<file path="config.mk">
export PLATFORM = sky130hd
export DESIGN_NAME = gn3d_ram
export DESIGN_NICKNAME = d
export VERILOG_FILES = /design/src/hdl/gn3d_pkg.sv /design/src/hdl/gn3d_ram.sv
export SDC_FILE = /design/constraint.sdc
export NUM_CORES = 2
export LEC_CHECK = 0
export BUFFER_PORTS_ARGS = -buffer_cell sky130_fd_sc_hd__buf_2
export CAP_MARGIN = 40
export CORE_MARGIN = 4
export CORE_UTILIZATION = 25
export CTS_BUF_LIST = sky130_fd_sc_hd__clkbuf_4 sky130_fd_sc_hd__clkbuf_8
export CTS_CLUSTER_SIZE = 28
export DETAILED_ROUTE_END_ITERATION = 10
export HOLD_SLACK_MARGIN = 0.05
export PLACE_DENSITY = 0.47
export SYNTH_ARGS = -nofsm -noshare
export SYNTH_HDL_FRONTEND = slang
export SYNTH_SLANG_ARGS = --single-unit
</file>
<file path="constraint.sdc">
create_clock -name clk -period 3.1 [get_ports clk]
set_input_delay 0.465 -clock clk [delete_from_list [all_inputs] [get_ports clk]]
set_output_delay 0.465 -clock clk [all_outputs]
set_load 0.02 [all_outputs]
</file>
<file path="src/hdl/gn3d_pkg.sv">
`timescale 1ns / 1ps

package gn3d_pkg;

	// Default fixed-point formats.
	localparam int COORD_FRAC_BITS_DEF = 16;
	localparam int OUT_FRAC_BITS_DEF   = 14;

	// Permutation table geometry.
	localparam int PERM_DEPTH = 256;
	localparam int PERM_AW    = 8;
	localparam int PERM_DW    = 8;

	// Command codes carried in tuser.
	localparam logic CMD_LOAD = 1'b0;
	localparam logic CMD_EVAL = 1'b1;

	// Gradient selection codes.
	localparam logic [3:0] GRAD_P_Y  = 4'd8;
	localparam logic [3:0] GRAD_Q_Y  = 4'd4;
	localparam logic [3:0] GRAD_Q_XA = 4'd12;
	localparam logic [3:0] GRAD_Q_XB = 4'd14;

	// Fade polynomial coefficients 6t^5 - 15t^4 + 10t^3.
	localparam int FADE_C5 = 6;
	localparam int FADE_C4 = 15;
	localparam int FADE_C3 = 10;

	// Saturation bounds of the result.
	localparam int OUT_MAX = 32767;
	localparam int OUT_MIN = -32768;

endpackage

</file>
<file path="src/hdl/gn3d_ram.sv">
`timescale 1ns / 1ps

module gn3d_ram #(
	parameter int WIDTH = gn3d_pkg::PERM_DW,
	parameter int DEPTH = gn3d_pkg::PERM_DEPTH
) (
	input  logic                     clk,
	input  logic                     we,
	input  logic [$clog2(DEPTH)-1:0] waddr,
	input  logic [WIDTH-1:0]         wdata,
	input  logic                     re,
	input  logic [$clog2(DEPTH)-1:0] raddr,
	output logic [WIDTH-1:0]         rdata
);

	logic [WIDTH-1:0] mem [DEPTH];

	// One write port and one registered read port; read returns old data on a collision.
	always_ff @(posedge clk) begin
		if (we) begin
			mem[waddr] <= wdata;
		end
		if (re) begin
			rdata <= mem[raddr];
		end
	end

endmodule

</file>
# Word-level counts from Yosys, hierarchy flattened
# Memories as Yosys holds them, arrays and structs flattened. A register that Yosys moved wholly into a read port is not among the register bits.
# Index checks and enable logic that the tools add are counted.
dict set report classes {
  n_mux 2
}
# operator count
set ops {}
lappend ops {{1-bit 2-to-1 mux} 2}
dict set report totals {
  register_bits 0
  output_inout_bits 8
  mem_count 1
  in_bits 27
  mem_bits_rw 2048
  word_cells 3
}
# name depth word_bits read_ports rd_ports_with_merged_regs wr line_no
set memory_table {}
lappend memory_table {mem 256 8 1 1 1 gn3d_ram.sv:16} ;# logic [WIDTH-1:0] mem [DEPTH];

# Longest topological paths before layout
dict set report depth {
  ltp_word 2
  mapped_depth 11
  mapped_depth_nobuf 6
}

# Least setup slack after synthesis
# Ideal clock, no wire load.
dict set report synth_path {
  kind {input to register}
  start {in raddr[0]}
  end {reg rdata[2], read port of mem, data pin}
  setup_ns 0.269
  cell_stages 9
  arrival_ns 2.272
  path_slack_ns 0.559
  n_path_buf 4
  required_time_ns 2.831
  cell_sequence {buf_6 buf_12 buf_8 buf_2 mux4_2 a22oi_1 a21oi_1 nor4_1 nor4_2}
}
# item line_no
set synth_rtl {}
lappend synth_rtl {{from (decl)} gn3d_ram.sv:12} ;# input logic [$clog2(DEPTH)-1:0] raddr,
lappend synth_rtl {{to (decl)} gn3d_ram.sv:13} ;# output logic [WIDTH-1:0] rdata

==> reports/metrics.yaml <==
grt_usage: 0.136
fin_area_um2: 96600
final_net_count: 4591
initial_utilization: 0.252
muxShareOfSynthArea: 0.146
yosys.area.top_type: "edfxtp_1"
grt_antenna_before_repair: 18
areaGrowthSynthToFinish_pct: 21.3
h-tree-depth: 5
layout-drive-gt1-share: 0.351
status: "finished, final reports clean"
hp-class: "input port to flip-flop"
die_y_um: 572
hold_viol_final: 0
place.gp.congestion: 0.791
syn_nets: 3760
syn_area_per_cell_um2: 21.3
clkSinkCount: 2056
dp_hpwl_um: 147000
dieArea_um2: 328000
cts_setup_buffers: 0
yosys.area_share.simple: 0.0263
setup_viol: 0
synthAdderAreaFrac: 0
critPathKind: "flip-flop to flip-flop"
reg2reg_depth: 6
cts.repair.resized: 0
die_w_um: 572
required_ns: 3.90
postSynthCellCount: 3733
async_flop_share: 0
synth_top_area_share: 0.775
max_slew_margin: 0.392
report.final.slew_viol_count: 0
grt_pass1_vias: 42500
cts_tree: "built"
ys_ff_latch: 2056
synth_area_leaders: "edfxtp_1 (78%), mux4_2 (13%), mux2i_1 (1.7%), nor2_1 (1.3%), a22oi_1 (1.3%)"
ant_nets: 0
ys_types: 54
routed_wl_um: 226000
ioPinCount: 35
clk_pin_slew_ns: 0.07
holdPathStages: 4
grt_overflow: 0
cts_hold_buf: 9
drtIter0Drc: 3756
cp-end-kind: "flip-flop"
num_vias: 41200
critPathCapture: "rdata[2]$_DFFE_PP_"
yosysWarnings: 0
start_kind: "flip-flop"
layout_commonest_cell: "edfxtp_1"
r2r_start: "mem[66][2]$_DFFE_PP_"
cts_root_buf: "clkbuf_8"
cts_buffer_depth: 4
synth_edf_count: 2056
fill_cells: 30800
fin_setup_tns_ns: 0
netlist_area_um2: 79600
crit_arrival_ns: 3.48
core_area_um2: 316000
regToRegEndpoint: "rdata[2]$_DFFE_PP_"
ir_worst_vdd_uv: 482
grt_max_degree: 109
min_period_ns: 2.68
post_dp_cell_area_um2: 89700
leakagePower_uw: 0.0308
fmaxAchievable_mhz: 373
maxCapViolCount: 0
layout_common_cells: "edfxtp_1 (2056), buf_4 (566), mux4_2 (454), clkbuf_8 (374), nor2_1 (279)"
numPortBuffers: 34
wl_per_cell_um: 25.2
finClkSkew_ns: 0.0891
pwr_density_cell_nw_per_um2: 600
worst-path-max-fanout: 1
cts_made_buffers: 369
drcViolationCount: 0
grt_pass1_wl_um: 322000
rsz0062_at_grt: "no"
clk_latency_ns: 1.06
synth-main-ff-cell: "edfxtp_1"
tightest_slew_ns: 0.908
r2r_setup_slack_ns: 0.42
crit_start: "mem[66][2]$_DFFE_PP_"
yosysSeqAreaShare: 0.775
min_period_over_period: 0.866
row_count: 206
synth_compound_area_frac: 0.0342
synth_xor_area_frac: 0
synth_top_family_by_area: "multiplexers"
avgViaCountPerCell: 4.58
first_pass_iters: 5
## metal layers
layer  GRT usage  vias up  wire length [µm]
li1            -    17400                 -
met1       0.189    22100            100000
met2       0.221     1315            109000
met3      0.0219      349             11900
met4      0.0381        2              5800
met5           0        -                11
## report_power, final
part / leakage, µW / internal [µW] / total [µW] / switching, µW
registers: 0.0185 / 30700 / 30700 / 56.6
logic: 0.00867 / 1280 / 3270 / 1990
clock network: 0.00360 / 13100 / 24000 / 10900
total: 0.0308 / 45000 / 58000 / 12900
## final cells by class
cell class | count | area, µm² | area share
flip-flops and latches | 2056 | 61700 | 0.639
clock buffers | 473 | 5890 | 0.0610
well taps | 4160 | 5200 | 0.0539
inverters | 2 | 7.51 | 0.0000777
multi-input cells | 1442 | 16500 | 0.171
repair buffers | 693 | 6310 | 0.0653
clock inverters | 152 | 907 | 0.00939
diodes | 6 | 15.0 | 0.000155
## cells in the mapped netlist, drive strengths merged (2+ instances only)
| library cell | instances |
|---|---|
| nand2b | 8 |
| a211oi | 16 |
| o32ai | 5 |
| nor3 | 22 |
| nor2 | 282 |
| nand2 | 33 |
| nor4 | 27 |
| mux4 | 456 |
| buf | 122 |
| a22o | 8 |
| a22oi | 133 |
| nand4 | 10 |
| a221oi | 14 |
| o21ai | 12 |
| o221ai | 47 |
| nand3b | 2 |
| a31oi | 2 |
| a311oi | 2 |
| and2 | 6 |
| o211ai | 10 |
| or2 | 4 |
| o22ai | 28 |
| o22a | 5 |
| clkbuf | 111 |
| edfxtp | 2056 |
| and3b | 2 |
| mux2i | 134 |
| a2111oi | 5 |
| nor2b | 31 |
| a21oi | 96 |
| nand3 | 34 |
## registers in the layout (all words and copies together) (netlist names)
| name | flops |
|---|---|
| mem | 2048 |
| rdata | 8 |
## per-stage QoR
stage	std cells	setup slack (ns)	power, µW	hold WS [ns]	util
2_1_floorplan	3733	0.559	32800	0.564	-
3_3_place_gp	8340	-0.476	34600	0.835	0.284
3_5_place_dp	8343	-0.425	34600	0.836	0.284
4_1_cts	8977	0.344	58800	0.0543	0.306
5_1_grt	8979	0.338	60200	0.127	0.306
6_report	8984	0.417	58000	0.198	0.306
## kinds of logic after synthesis
family          count (synthesis)
buf+inv                       235
compound gates                385
flops                        2056
mux                           591
simple gates                  466
## critical path, stage by stage, from the launching register on
cell and delay, ns:
edfxtp_1 0.37, mux4_2 0.49, mux4_2 0.50, nor2b_1 0.22, nor4_1 0.56, buf_4 0.23, nor4_2 0.04
## worst min-delay path by stage
stage | start | to | slack, ns
after floorplan | wdata[0] | mem[0][0]$_DFFE_PP_ | 0.56
after global placement | re | rdata[4]$_DFFE_PP_ | 0.83
after detailed placement | re | rdata[4]$_DFFE_PP_ | 0.84
after CTS | waddr[1] | mem[203][0]$_DFFE_PP_ | 0.05
after global routing | waddr[1] | mem[203][1]$_DFFE_PP_ | 0.13
final | waddr[1] | mem[203][4]$_DFFE_PP_ | 0.20
No activity file was read; power rests on OpenSTA's default activity.
